--- config.mk ---
export PLATFORM = sky130hd
export DESIGN_NAME = msr_hammer_rom
export DESIGN_NICKNAME = d
export VERILOG_FILES = /design/src/hdl/msr_pkg.sv /design/src/hdl/msr_hammer_rom.sv
export SDC_FILE = /design/constraint.sdc
export NUM_CORES = 1
export LEC_CHECK = 0
export BUFFER_PORTS_ARGS = -buffer_cell sky130_fd_sc_hd__buf_2
export CAP_MARGIN = 20
export CELL_PAD_IN_SITES_DETAIL_PLACEMENT = 0
export CELL_PAD_IN_SITES_GLOBAL_PLACEMENT = 1
export CORE_ASPECT_RATIO = 1.25
export CORE_MARGIN = 2
export CORE_UTILIZATION = 41
export DETAILED_ROUTE_END_ITERATION = 8
export PLACE_DENSITY_LB_ADDON = 0.1
export SETUP_SLACK_MARGIN = 0.2
export SLEW_MARGIN = 10
export SYNTH_ARGS = -nofsm -noshare
export SYNTH_HDL_FRONTEND = slang
export SYNTH_SLANG_ARGS = --single-unit
--- constraint.sdc ---
create_clock -name vclk -period 4.3
set_input_delay 0.43 -clock vclk [all_inputs]
set_output_delay 0.43 -clock vclk [all_outputs]
set_load 0.01 [all_outputs]
--- src/hdl/msr_pkg.sv ---
// ----------------------------------------------------------------------------
// msr_pkg
// Shared codes, fixed-point helpers and hammer table maths for the ring model
// ----------------------------------------------------------------------------
package msr_pkg;

    // request kinds carried on tuser
    localparam logic [1:0] OP_TICK   = 2'd0;
    localparam logic [1:0] OP_STRIKE = 2'd1;
    localparam logic [1:0] OP_SAMPLE = 2'd2;
    localparam logic [1:0] OP_NONE   = 2'd3;

    // configuration register indexes
    localparam logic [2:0] CFG_INV_MASS  = 3'd0;
    localparam logic [2:0] CFG_NEIGHBOUR = 3'd1;
    localparam logic [2:0] CFG_CENTERING = 3'd2;
    localparam logic [2:0] CFG_DAMPING   = 3'd3;
    localparam logic [2:0] CFG_TIME_STEP = 3'd4;

    localparam longint HALF_PI_Q30 = 64'sd1686629713;
    localparam longint ONE_Q30     = 64'sd1073741824;

    typedef logic signed [31:0] sample_t;
    typedef logic signed [63:0] wide_t;

    // shift right by k, rounding half up
    function automatic wide_t rnd(input wide_t x, input int k);
        wide_t half;
        half = 64'sd1 <<< (k - 1);
        return (x + half) >>> k;
    endfunction

    // saturate to the signed 32-bit range
    function automatic sample_t sat32(input wide_t x);
        sample_t r;
        if (x > 64'sd2147483647)
            r = 32'sh7fffffff;
        else if (x < -64'sd2147483648)
            r = 32'sh80000000;
        else
            r = x[31:0];
        return r;
    endfunction

    // sine on [0, pi/2], argument and result in q2.30
    function automatic longint sin_poly(input longint x);
        longint x2;
        longint t;
        x2 = rnd(x * x, 30);
        t  = ONE_Q30;
        t  = ONE_Q30 - rnd(x2 * t, 30) / 72;
        t  = ONE_Q30 - rnd(x2 * t, 30) / 42;
        t  = ONE_Q30 - rnd(x2 * t, 30) / 20;
        t  = ONE_Q30 - rnd(x2 * t, 30) / 6;
        return rnd(x * t, 30);
    endfunction

endpackage

--- src/hdl/msr_hammer_rom.sv ---
// ----------------------------------------------------------------------------
// msr_hammer_rom
// Constant hammer shape table, two shapes read at one mass index
// ----------------------------------------------------------------------------
module msr_hammer_rom
    import msr_pkg::*;
#(
    parameter int NUM_MASSES = 20,
    parameter int NUM_SHAPES = 4
) (
    input  logic [$clog2(NUM_SHAPES)-1:0] a_sel,
    input  logic [$clog2(NUM_SHAPES)-1:0] b_sel,
    input  logic [$clog2(NUM_MASSES)-1:0] idx,
    output sample_t                       a_val,
    output sample_t                       b_val
);

    sample_t rom [NUM_SHAPES][NUM_MASSES];

    // table contents worked out at elaboration
    for (genvar k = 0; k < NUM_SHAPES; k++)
    begin : g_shape
        for (genvar i = 0; i < NUM_MASSES; i++)
        begin : g_mass
            localparam int     M4   = 4 * i;
            localparam int     QD   = M4 / NUM_MASSES;
            localparam int     RM   = M4 % NUM_MASSES;
            localparam int     MS   = ((QD % 2) == 1) ? NUM_MASSES - RM : RM;
            localparam longint XA   = HALF_PI_Q30 * MS / NUM_MASSES;
            localparam longint SN   = rnd(sin_poly(XA), 14);
            localparam longint SINV = (((QD / 2) % 2) == 1) ? -SN : SN;
            localparam longint STEP = (i > NUM_MASSES / 2) ? 64'sd65536 : -64'sd65536;
            localparam longint RAMP = (longint'(i) * 262144 + NUM_MASSES)
                                      / (2 * NUM_MASSES) - 65536;
            localparam longint VAL  = ((k % 4) == 1) ? STEP :
                                      ((k % 4) == 2) ? RAMP : SINV;
            assign rom[k][i] = 32'(VAL);
        end
    end

    assign a_val = rom[a_sel][idx];
    assign b_val = rom[b_sel][idx];

endmodule

==> qor.yml <==
finish:
  fin_util_pct: 42.8
  fillers: 819
  drive_gt1_share_pct: 20.9
  regArea_um2: 0
  area_growth_pct: 2.25
  diodes: 0
  multiInputGateArea_mm2: 0.00234
  nFlopsAndLatches: 0
  nClkBuffers: 0
  final_nets: 502
timing:
  period_minus_slack_ns: 3.29
  tns_ns: 0
  fin_crit_sh_pct: 76.6
  max_freq_ghz: 0.304
  tightest_slew_ns: 1.01
  max-slew-margin-rel_pct: 32.6
  setup_violations: 0
  finalHoldViolCount: 0
  grt_setup_unrepaired: "false"
  slew_violations: 0
setup_path:
  cp.required_ns: 3.87
  critPathArrivalTime_ns: 2.86
  start_kind: "input pin"
  cp_max_fo: 33
  end_kind: "output port"
  worstSetupPathType: "in2out"
global_routing:
  grt_pass1_wl_um: 20100
  grt_pass1_vias: 3558
  antenna_found_initial: 0
  grt_max_degree: 53
  track_usage_pct: 32.5
  overflow: 0
die:
  die_x_um: 79.1
  io_pins: 73
  fp-row-count: 34
  die-area_mm2: 0.00773
  die_y_um: 97.8
  initial_core_util_pct: 41.9
  coreArea_mm2: 0.00689
placed_design:
  io_buffers: 73
  dp_hpwl_um: 9200
  place_congestion: 0.972
routing:
  via_per_inst: 6.87
  drtIter0Drc: 644
  drc: 0
  ant_nets: 0
  routedWlPerCell_um: 22.5
  vias: 3939
  routed_wl_um: 12900
  drtPass1Iterations: 6
logic_synthesis:
  synth_top_cells_by_area: "a21oi_1 (9.2%), o21ai_0 (8.7%), buf_4 (7.8%), nand2_1 (6.4%), nor2_1 (6.1%)"
  ys_top_cells_by_count: "a21oi_1 (53), o21ai_0 (50), nand2_1 (49)"
  synth_area_mm2: 0.00289
  synth_top_area_share_pct: 9.19
  yosysMostFrequentCell: "a21oi_1"
  syn_avg_cell_area_um2: 5.98
  yosys_warnings: 0
  netlist_instances: 483
  yosysSeqAreaShare_pct: 0
  syn_nets: 500
  ys_types: 69
  synth_top_area_cell: "a21oi_1"
cts:
  post-cts-setup-buffers: 0
  hold_buffers: 0
  ctsResizeCount: 0
power_and_ir_drop:
  leakage_nw: 1.23
  powerDensity_mw_per_mm2: 145
  ir_drop_mv: 0.0831
worst_hold_path:
  hp-class: "in2out"
  hp-start: "idx[3]"
  whs_endpoint: "a_val[5]"
  holdPathStages: 3
job:
  max-cap-violations: 0
status:
  status: "finished, final reports clean"
==> per-layer routing <==
metal	vias to the layer above	track usage, %	share of wire, %
li1	1760	-	-
met1	1783	43.0	39
met2	325	51.6	45
met3	71	2.59	9.6
met4	0	17.9	6.5
met5	-	0	0
==> critical path: stages <==
cell	delay, ns
buf_2	0.30
nor2_1	0.86
nand2_1	0.66
o22a_1	0.37
o21ai_0	0.08
buf_2	0.16
==> logic make-up (layout without fill, tap and decap cells) <==
kind of cell    count (synthesis)  after routing  share of synthesized area (%)
buf+inv                        97             97                           19.0
simple gates                  158            158                           26.3
fa+ha+maj                       8              8                           3.47
mux                             4              4                           1.43
compound gates                214            214                           49.2
xor+xnor                        2              2                          0.607
==> power breakdown <==
group | internal [mW] | switching [mW]
registers | 0 | 0
clock network | 0 | 0
logic | 0.147 | 0.280
==> placed cells by master (no fill, tap or decap), types with 4 or more instances in the layout <==
cell type / synthesis / layout
a211oi_1: 6 / 6
a21boi_0: 4 / 4
a21oi_1: 53 / 53
a221o_1: 4 / 4
a221oi_1: 7 / 7
a22o_1: 6 / 6
a22oi_1: 7 / 7
a31oi_1: 7 / 7
a32oi_1: 7 / 7
buf_2: 26 / 73
buf_4: 30 / 12
ha_1: 8 / 8
inv_1: 10 / 10
nand2_1: 49 / 49
nand2b_1: 18 / 18
nand3_1: 7 / 7
nor2_1: 47 / 47
nor2b_1: 8 / 8
nor3_1: 8 / 8
o21a_1: 5 / 5
o21ai_0: 50 / 50
o22ai_1: 10 / 10
o2bb2ai_1: 4 / 4
o32ai_1: 7 / 7
==> how the worst max path moves through the flow <==
| stage | depth (start not counted) | startpoint | slack [ns] | end |
|---|---|---|---|---|
| floorplan | 7 | b_sel[0] | 1.40 | b_val[18] |
| global placement | 6 | idx[2] | 1.09 | a_val[4] |
| detailed placement | 6 | idx[2] | 1.15 | a_val[4] |
| CTS | 6 | idx[2] | 1.15 | a_val[4] |
| global route | 7 | idx[1] | 0.87 | a_val[13] |
| finish | 6 | idx[2] | 1.01 | a_val[4] |
==> stage by stage <==
stage	worst slack, ns	instance area [um2]	power (mW)	hold WS [ns]	cells
CTS	1.15	2950	0.417	1.43	573
finish	1.01	2950	0.427	1.44	573
detailed placement	1.15	2950	0.415	1.43	573
floorplan	1.40	2890	0.325	1.14	483
global route	0.869	2950	0.460	1.46	573
global placement	1.09	2950	0.419	1.42	573
==> final cells by class <==
class	instances	share of cell area [%]
Inverter	12	1.53
Multi-Input combinational cell	386	79.2
Tap cell	90	3.82
Timing Repair Buffer	85	15.4
No activity file was read; power rests on OpenSTA's default activity.
