$ cat config.mk
export PLATFORM = sky130hd
export DESIGN_NAME = msr_ram
export DESIGN_NICKNAME = d
export VERILOG_FILES = /design/src/hdl/msr_ram.sv
export SDC_FILE = /design/constraint.sdc
export NUM_CORES = 1
export LEC_CHECK = 0
export BUFFER_PORTS_ARGS = -buffer_cell sky130_fd_sc_hd__buf_2
export CAP_MARGIN = 20
export CORE_MARGIN = 3
export CORE_UTILIZATION = 45
export DETAILED_ROUTE_END_ITERATION = 8
export PLACE_DENSITY_LB_ADDON = 0.3
export SLEW_MARGIN = 25
export SYNTH_ARGS = -nofsm -noshare
export SYNTH_HDL_FRONTEND = slang
export SYNTH_SLANG_ARGS = --single-unit
$ cat constraint.sdc
create_clock -name clk -period 2.5 [get_ports clk]
set_input_delay 0.375 -clock clk [delete_from_list [all_inputs] [get_ports clk]]
set_output_delay 0.375 -clock clk [all_outputs]
set_load 0.01 [all_outputs]
$ cat src/hdl/msr_ram.sv
// ----------------------------------------------------------------------------
// msr_ram
// Generic single write port, single read port RAM with registered read data
// ----------------------------------------------------------------------------
module msr_ram #(
    parameter int WIDTH = 32,
    parameter int DEPTH = 20
) (
    input  logic                     clk,
    input  logic                     we,
    input  logic [$clog2(DEPTH)-1:0] waddr,
    input  logic [WIDTH-1:0]         wdata,
    input  logic [$clog2(DEPTH)-1:0] raddr,
    output logic [WIDTH-1:0]         rdata
);

    logic [WIDTH-1:0] mem [DEPTH];
    logic [WIDTH-1:0] rdata_reg;

    // write port and registered read
    always_ff @(posedge clk)
    begin
        if (we)
        begin
            mem[waddr] <= wdata;
        end
        rdata_reg <= mem[raddr];
    end

    assign rdata = rdata_reg;

endmodule

==> results of run 1 <==
## area by class of cell
| cell class | count | area share |
|---|---|---|
| clock buffer | 96 | 0.0647 |
| timing repair buffer | 139 | 0.0437 |
| tap | 748 | 0.0317 |
| sequential | 672 | 0.672 |
| clock inverter | 27 | 0.00935 |
| antenna | 2 | 0.000169 |
| multi-input combinational | 619 | 0.179 |
## power groups by stage
stage                     Clock (mW)  Combinational, mW  Sequential, mW
after global placement             0               1.12            12.8
after floorplan                    0              0.608            12.8
after CTS                       10.1               1.15            12.6
final                           9.91               1.13            12.6
after global routing            10.6               1.23            12.6
after detailed placement           0               1.15            12.8
## Yosys cell counts, drive strengths merged
library cell    n  area share
nand3b          3     0.00088
o22ai          31      0.0076
and2            1     0.00025
nand4bb         1     0.00044
or3b            3      0.0010
nand2          66      0.0097
clkbuf         11      0.0016
nand3          65       0.013
or3             1     0.00025
or2             1     0.00025
buf            60       0.018
mux4           32       0.028
nand2b          1     0.00025
o2bb2ai         1     0.00034
mux2i         223       0.088
nor3b           1     0.00049
edfxtp        640        0.75
nor2           54      0.0080
dfxtp          32       0.025
a22oi          32      0.0094
nor4b           1     0.00059
and3b           1     0.00034
mux2           33       0.015
a21oi          32      0.0063
a211oi         32      0.0094
nor2b           3     0.00074
nand4b          1     0.00034
## cells in the final DEF, fill, tap and decap left out, drive strengths merged, types with 2 or more instances in the layout
cell,synthesis,routed
nor2,54,54
mux2i,223,223
nand3b,3,3
mux4,32,32
nand2,66,66
or3b,3,3
buf,60,139
a21oi,32,32
a211oi,32,32
diode,0,2
nand3,65,65
o22ai,31,31
mux2,33,33
edfxtp,640,640
a22oi,32,32
bufinv,0,5
dfxtp,32,32
clkinv,0,19
clkbuf,11,96
nor2b,3,3
inv,0,3
## cell families (layout without fill, tap and decap cells)
| group | Yosys count | count (layout) | share of synthesized area |
|---|---|---|---|
| DFF | 672 | 672 | 0.780 |
| other | 0 | 2 | 0 |
| muxes | 288 | 288 | 0.131 |
| AOI/OAI and AO/OA | 128 | 128 | 0.0331 |
| and+or+nand+nor | 203 | 203 | 0.0363 |
| buffers and inverters | 71 | 262 | 0.0198 |
## layer usage
| layer | share of wire | up-vias | routed length [um] | GRT usage |
|---|---|---|---|---|
| met1 | 0.42 | 6601 | 24100 | 0.262 |
| met4 | 0.023 | 0 | 1330 | 0.0563 |
| met5 | 0 | - | 0 | 0 |
| met3 | 0.044 | 98 | 2510 | 0.0336 |
| li1 | - | 5712 | - | - |
| met2 | 0.51 | 327 | 29000 | 0.328 |
## path summary, 6_finish.rpt
kind / cells past startpoint / end / slack, ns
worst max-delay path: 1 / rdata[26] / 0.93
worst max register to register: 3 / rdata[28] / 1.23
worst min register to register: 4 / rdata[22] / 0.58
worst min-delay path: 1 / mem[13][16] / 0.18
==> Implementation_results.wiki, run 1 <==
{| class="wikitable"
! Metric !! Value
|-
| Cell Count Post-Placement || 2,178
|-
| Series of cell instances along the critical path || buf_2
|-
| Final net count || 1,545
|-
| Die height || 244 um
|-
| Number of H-tree levels || 3
|-
| Gate family responsible for the most delay along the worst path || flip-flops
|-
| Max Root-Sink Buffers || 3
|-
| Final period util || 0.627
|-
| Fraction of power spent switching nets || 0.203
|-
| Antenna violation net count after detailed routing || 0
|-
| Worst Setup Slack post-DPL || 0.498 ns
|-
| Max IR drop VDD || 0.659 mV
|-
| Clock tree from TritonCTS || built
|-
| Maximum number of pins on one net before global-route repair || 45
|-
| CP Class || register to output port
|-
| Via count of the first global-routing pass || 13.0k
|-
| Critical path startpoint || rdata[26]
|-
| Port Buffers || 75
|-
| Logic pwr share || 0.048
|-
| Peak Freq || 0.638 GHz
|-
| Critical hold path startpoint || wdata[16]
|-
| Final Worst Setup Slack || 0.933 ns
|-
| Number of antenna violations at the first check in global routing || 3
|-
| Combined area of the multi-input logic cells || 0.00528 mm^2
|-
| Yosys warning count || 0
|-
| Final min period || 1.57 ns
|-
| Pwr Density || 799 mW/mm^2
|-
| Post-route cell area || 0.0296 mm^2
|-
| Area delta synth->final || 16.1%
|-
| Critical Path Fanout Max || 1
|-
| Reg power frac || 0.533
|-
| Post-CTS Hold Fix Bufs || 0
|-
| Final core area utilization || 0.532
|-
| Post-synth design cell area || 0.0255 mm^2
|-
| Initial DRC Count || 1,003
|-
| Area of the die || 0.0595 mm^2
|-
| Hold violation count in the final report || 0
|-
| Kind of launch point of the worst setup path || register
|-
| Post-layout total power || 23.6 mW
|-
| Post-Synthesis Mean Instance Area || 18.7 um^2
|-
| Core Area || 0.0555 mm^2
|-
| Detail-routed net length per standard cell || 24.7 um
|-
| Reg2Reg Launch Point || mem[4][28]
|-
| Required time of the critical path || 2.12 ns
|-
| Count of fill cells added during filler insertion || 4,435
|-
| Clock transition time at the flip-flop clock pins of the worst setup and hold paths || 0.06 ns
|-
| Starting utilization of the core area || 0.459
|-
| CTS root buffer || sky130_fd_sc_hd__clkbuf_16
|-
| Max stage delay on crit path || 0.42 ns
|-
| GPL Wtd Cong || 0.738
|-
| Cell Rows || 86
|-
| Mapped Nets || 1,406
|-
| Run status || completed
|-
| Global-route wire length before repair || 85.4 mm
|-
| Number of buffers inserted by post-CTS setup repair || 0
|-
| Worst-case headroom to the max-slew limit || 0.556
|-
| Placement Cell Area || 0.0274 mm^2
|-
| Internal || 18.8 mW
|-
| Crit path capture type || output port
|-
| Clock Power Share || 0.419
|-
| CTS-repair resized insts || 0
|-
| Max-cap violation count || 0
|-
| Largest register FFs || 640
|-
| Sequential cell area || 0.0199 mm^2
|-
| Leak Pwr || 10.1 nW
|-
| Count of state elements after synthesis || 672
|-
| Share of layout cells above drive strength 1 || 0.214
|-
| Die X-Extent || 244 um
|-
| Pre-Repair DR Iteration Count || 5
|-
| Clk_lat worst skew || 0.60 ns
|-
| Slowest library cell on the worst path || sky130_fd_sc_hd__dfxtp_1
|-
| Count of pins on the block boundary || 76
|-
| Synthesized netlist cell count || 1,362
|-
| Path category of the worst min-delay check || input pin to register
|-
| Half-perimeter wire length after detailed placement || 31.5 mm
|-
| TNS Setup || 0 ns
|-
| Number of design rule violations left after detail routing || 0
|-
| Vias per cell || 5.53
|-
| Number of distinct library cells after synthesis || 31
|-
| Register area share after synthesis || 0.780
|-
| Final setup violation count || 0
|-
| Crit path buffers/inverters || 1
|-
| Total clock buffers created by CTS || 69
|-
| Transition time of the tightest slew-check pin || 0.666 ns
|-
| Setup repair after global routing missed its margin || no
|-
| Number of sinks handled by clock tree synthesis || 672
|-
| Final wirelength || 56.9 mm
|-
| Worst endpoint data arrival time || 1.19 ns
|-
| Overall overflow remaining after global route || 0
|-
| Worst hold slack || 0.178 ns
|-
| Net switching power || 4.80 mW
|-
| Max-slew violation count || 0
|-
| Number of standard cells in the layout, taps in and fillers out || 2,303
|-
| All-layer global routing usage || 0.195
|-
| Final setup skew || 0.0116 ns
|-
| Vias || 12.7k
|}
Note: power is estimated with default switching activity, not from simulation.
==> run 2: changes to the inputs <==
Settings changed: ABC_AREA set to 1.
Clock period 2.5 ns to 1.5 ns, I/O delays scaled along.
==> run 2 against run 1 <==
  * Cell area up 5.0%
  * Final cell count up 35%
  * Power up 69%
  * Clock-buffer cell count down 2
==> Implementation_results.wiki, run 2 <==
{| class="wikitable"
! Metric !! Value
|-
| Share of layout cells above drive strength 1 || 0.131 (was 0.214)
|-
| Max IR drop VDD || 0.841 mV (was 0.659 mV)
|-
| Worst R2R Setup Slack || 0.41 ns (was 1.23 ns)
|-
| Most frequent standard cell in the layout excluding fill and tap cells || sky130_fd_sc_hd__nand2_1 (was sky130_fd_sc_hd__edfxtp_1)
|-
| Number of sinks handled by clock tree synthesis || 672 (unchanged)
|-
| Post-layout total power || 39.9 mW (was 23.6 mW)
|-
| Final net count || 2,332 (was 1,545)
|-
| Post-Synthesis Mean Instance Area || 12.3 um^2 (was 18.7 um^2)
|-
| CP Class || register to output port (unchanged)
|-
| Post-synth design cell area || 0.0266 mm^2 (was 0.0255 mm^2)
|-
| Mapped Nets || 2,200 (was 1,406)
|-
| Combined area of the multi-input logic cells || 0.00584 mm^2 (was 0.00528 mm^2)
|-
| Via count of the first global-routing pass || 16.5k (was 13.0k)
|-
| Mux share of post-synthesis cell area || 0 (was 0.131)
|-
| Most frequent cells in the layout || sky130_fd_sc_hd__nand2_1 (768), sky130_fd_sc_hd__edfxtp_1 (640), sky130_fd_sc_hd__nand3_1 (393) (was sky130_fd_sc_hd__edfxtp_1 (640), sky130_fd_sc_hd__mux2i_1 (223), sky130_fd_sc_hd__buf_2 (74))
|-
| Area share of the largest cell type after synthesis || 0.723 (was 0.755)
|-
| Antenna fix cells || 0 (was 2)
|-
| Number of antenna violations at the first check in global routing || 0 (was 3)
|-
| Final min period || 1.39 ns
|-
| Reg2Reg Launch Point || mem[8][18] (was mem[4][28])
|-
| Gate family responsible for the most delay along the worst path || flip-flops (unchanged)
|-
| Max Root-Sink Buffers || 3 (unchanged)
|-
| Yosys warning count || 0 (unchanged)
|-
| Cells on Worst Hold Path || 1 (unchanged)
|-
| Total clock buffers created by CTS || 69 (unchanged)
|-
| Setup repair after global routing missed its margin || no (unchanged)
|-
| Clk_lat worst skew || 0.62 ns (was 0.60 ns)
|-
| Die height || 249 um (was 244 um)
|-
| Fraction of registers with async set/reset || 0 (unchanged)
|-
| Critical Path Fanout Max || 1 (unchanged)
|-
| Kind of launch point of the worst setup path || register (unchanged)
|-
| Starting utilization of the core area || 0.458 (was 0.459)
|-
| Port Buffers || 75 (unchanged)
|-
| Half-perimeter wire length after detailed placement || 36.8 mm (was 31.5 mm)
|-
| Core Area || 0.0580 mm^2 (was 0.0555 mm^2)
|-
| Final setup skew || 0.0293 ns (was 0.0116 ns)
|-
| Xor/xnor share of the synthesized area || 0 (unchanged)
|-
| Max-slew violation count || 0 (unchanged)
|-
| Maximum number of pins on one net before global-route repair || 76 (was 45)
|-
| Worst endpoint data arrival time || 1.16 ns (was 1.19 ns)
|-
| Cell Rows || 88 (was 86)
|-
| Detail-routed net length per standard cell || 20.9 um (was 24.7 um)
|-
| Transition time of the tightest slew-check pin || 0.414 ns (was 0.666 ns)
|-
| Cell taking the most area after synthesis || sky130_fd_sc_hd__edfxtp_1 (unchanged)
|-
| Leak Pwr || 11.3 nW (was 10.1 nW)
|-
| Overall overflow remaining after global route || 0 (unchanged)
|-
| Hold violation count in the final report || 0 (unchanged)
|-
| Primary flip-flop cell chosen by synthesis mapping || sky130_fd_sc_hd__edfxtp_1 (unchanged)
|-
| Vias per cell || 5.43 (was 5.53)
|-
| Run status || completed (unchanged)
|-
| Count of state elements after synthesis || 672 (unchanged)
|-
| Area of the die || 0.0620 mm^2 (was 0.0595 mm^2)
|-
| Simple-Gate Fraction of Synth Area || 0.194 (was 0.0363)
|-
| Required time of the critical path || 1.27 ns (was 2.12 ns)
|-
| Worst hold slack || 0.0315 ns (was 0.178 ns)
|-
| Final setup violation count || 0 (unchanged)
|-
| Count of pins on the block boundary || 76 (unchanged)
|-
| Crit path buffers/inverters || 1 (unchanged)
|-
| Synthesized netlist cell count || 2,156 (was 1,362)
|-
| Number of buffers inserted by post-CTS setup repair || 0 (unchanged)
|-
| Crit path capture type || output port (unchanged)
|-
| Final period util || 0.926
|-
| Series of cell instances along the critical path || buf_2 (unchanged)
|-
| Peak Freq || 0.720 GHz
|-
| Global-route wire length before repair || 100 mm (was 85.4 mm)
|-
| Worst reg-to-reg path cell count || 8 (was 3)
|-
| Antenna violation net count after detailed routing || 0 (unchanged)
|-
| Pre-Repair DR Iteration Count || 5 (unchanged)
|-
| Max-cap violation count || 0 (unchanged)
|-
| Die X-Extent || 249 um (was 244 um)
|-
| CTS root buffer || sky130_fd_sc_hd__clkbuf_16 (unchanged)
|-
| Critical path startpoint || rdata[14] (was rdata[26])
|-
| Register area share after synthesis || 0.747 (was 0.780)
|-
| Area delta synth->final || 16.8% (was 16.1%)
|-
| Area fraction in compound gates after synthesis || 0.0196 (was 0.0331)
|-
| Worst-case headroom to the max-slew limit || 0.724 (was 0.556)
|-
| Post-synth EDFFs || 640 (unchanged)
|-
| Count of fill cells added during filler insertion || 4,762 (was 4,435)
|-
| Slowest library cell on the worst path || sky130_fd_sc_hd__dfxtp_1 (unchanged)
|-
| Commonest cells post-synth || sky130_fd_sc_hd__nand2_1 (768), sky130_fd_sc_hd__edfxtp_1 (640), sky130_fd_sc_hd__nand3_1 (393), sky130_fd_sc_hd__nor2_1 (84), sky130_fd_sc_hd__o21ai_0 (56) (was sky130_fd_sc_hd__edfxtp_1 (640), sky130_fd_sc_hd__mux2i_1 (223), sky130_fd_sc_hd__nand2_1 (66), sky130_fd_sc_hd__nand3_1 (65), sky130_fd_sc_hd__nor2_1 (54))
|-
| Critical hold path startpoint || wdata[3] (was wdata[16])
|-
| Sequential cell area || 0.0199 mm^2 (unchanged)
|-
| Reg-to-Reg End || rdata[18] (was rdata[28])
|-
| Library cell with the highest instance count after synthesis || sky130_fd_sc_hd__nand2_1 (was sky130_fd_sc_hd__edfxtp_1)
|-
| Number of H-tree levels || 3 (unchanged)
|-
| Top cells by area, synth || sky130_fd_sc_hd__edfxtp_1 (72%), sky130_fd_sc_hd__nand2_1 (11%), sky130_fd_sc_hd__nand3_1 (7.4%), sky130_fd_sc_hd__dfxtp_1 (2.4%), sky130_fd_sc_hd__buf_6 (2.1%) (was sky130_fd_sc_hd__edfxtp_1 (75%), sky130_fd_sc_hd__mux2i_1 (8.8%), sky130_fd_sc_hd__mux4_2 (2.8%), sky130_fd_sc_hd__dfxtp_1 (2.5%), sky130_fd_sc_hd__mux2_2 (1.4%))
|-
| All-layer global routing usage || 0.209 (was 0.195)
|-
| Clock transition time at the flip-flop clock pins of the worst setup and hold paths || 0.07 ns (was 0.06 ns)
|-
| GPL Wtd Cong || 0.784 (was 0.738)
|-
| Number of distinct library cells after synthesis || 19 (was 31)
|-
| Max stage delay on crit path || 0.39 ns (was 0.42 ns)
|-
| Initial DRC Count || 1,725 (was 1,003)
|-
| Clock tree from TritonCTS || built (unchanged)
|-
| Path category of the worst min-delay check || input pin to register (unchanged)
|-
| Worst Hold End || mem[16][3] (was mem[13][16])
|-
| Largest register FFs || 640 (unchanged)
|-
| Dominant combinational cell family by area after synthesis || simple AND/OR/NAND/NOR gates (was multiplexers)
|-
| Adder-cell area share of the yosys netlist || 0 (unchanged)
|-
| Number of design rule violations left after detail routing || 0 (unchanged)
|-
| Vias || 16.9k (was 12.7k)
|-
| Final wirelength || 64.9 mm (was 56.9 mm)
|-
| Pwr Density || 1280 mW/mm^2 (was 799 mW/mm^2)
|}
[run 2: worst max-delay path by stage]
stage,cells past startpoint,slack [ns],to
after floorplan,3,-0.30,mem[0][0]
after global placement,11,0.02,rdata[31]
after detailed placement,6,0.02,mem[0][2]
after CTS,1,0.05,rdata[14]
after global routing,1,0.09,rdata[14]
final,1,0.11,rdata[14]
[run 2: report_power, final]
| group | switching (mW) | internal, mW | leakage, nW |
|---|---|---|---|
| Combinational | 1.68 | 0.829 | 4.23 |
| Clock | 6.99 | 9.47 | 1.06 |
| Sequential | 0.0825 | 20.8 | 6.03 |
[run 2: cell families (layout without fill, tap and decap cells)]
group | count (synthesis) | after routing
DFF | 672 | 672
AOI/OAI and AO/OA | 96 | 96
and+or+nand+nor | 1245 | 1245
buffers and inverters | 143 | 328
[run 2: cell type report]
type	count	share of cell area
timing repair buffer	194	0.0704
multi-input combinational	1341	0.188
clock buffer	94	0.0599
tap	765	0.0308
sequential	672	0.639
clock inverter	30	0.00995
inverter	10	0.00153
[run 2: repair_timing]
item | in CTS | in global routing
resized for setup | 0 | 0
endpoints found under the hold margin | 36 | 0
hold buffers | 5 | 0
[run 2: metrics by stage]
stage / util / setup TNS, ns / setup WS, ns / std cells / area, um^2
detailed placement: 0.497 / 0 / 0.0216 / 2977 / 28800
floorplan: - / -177.29 / -0.299 / 2156 / 26600
finish: 0.535 / 0 / 0.111 / 3106 / 31100
global route: 0.535 / 0 / 0.0860 / 3106 / 31100
CTS: 0.535 / 0 / 0.0512 / 3106 / 31100
global placement: 0.497 / 0 / 0.0201 / 2977 / 28800
[run 2: layer usage]
layer	track usage	up-vias	share of wire
met5	0	-	0
met4	0.0661	0	0.024
met3	0.0299	99	0.060
met2	0.347	556	0.49
met1	0.286	8360	0.43
li1	-	7853	-
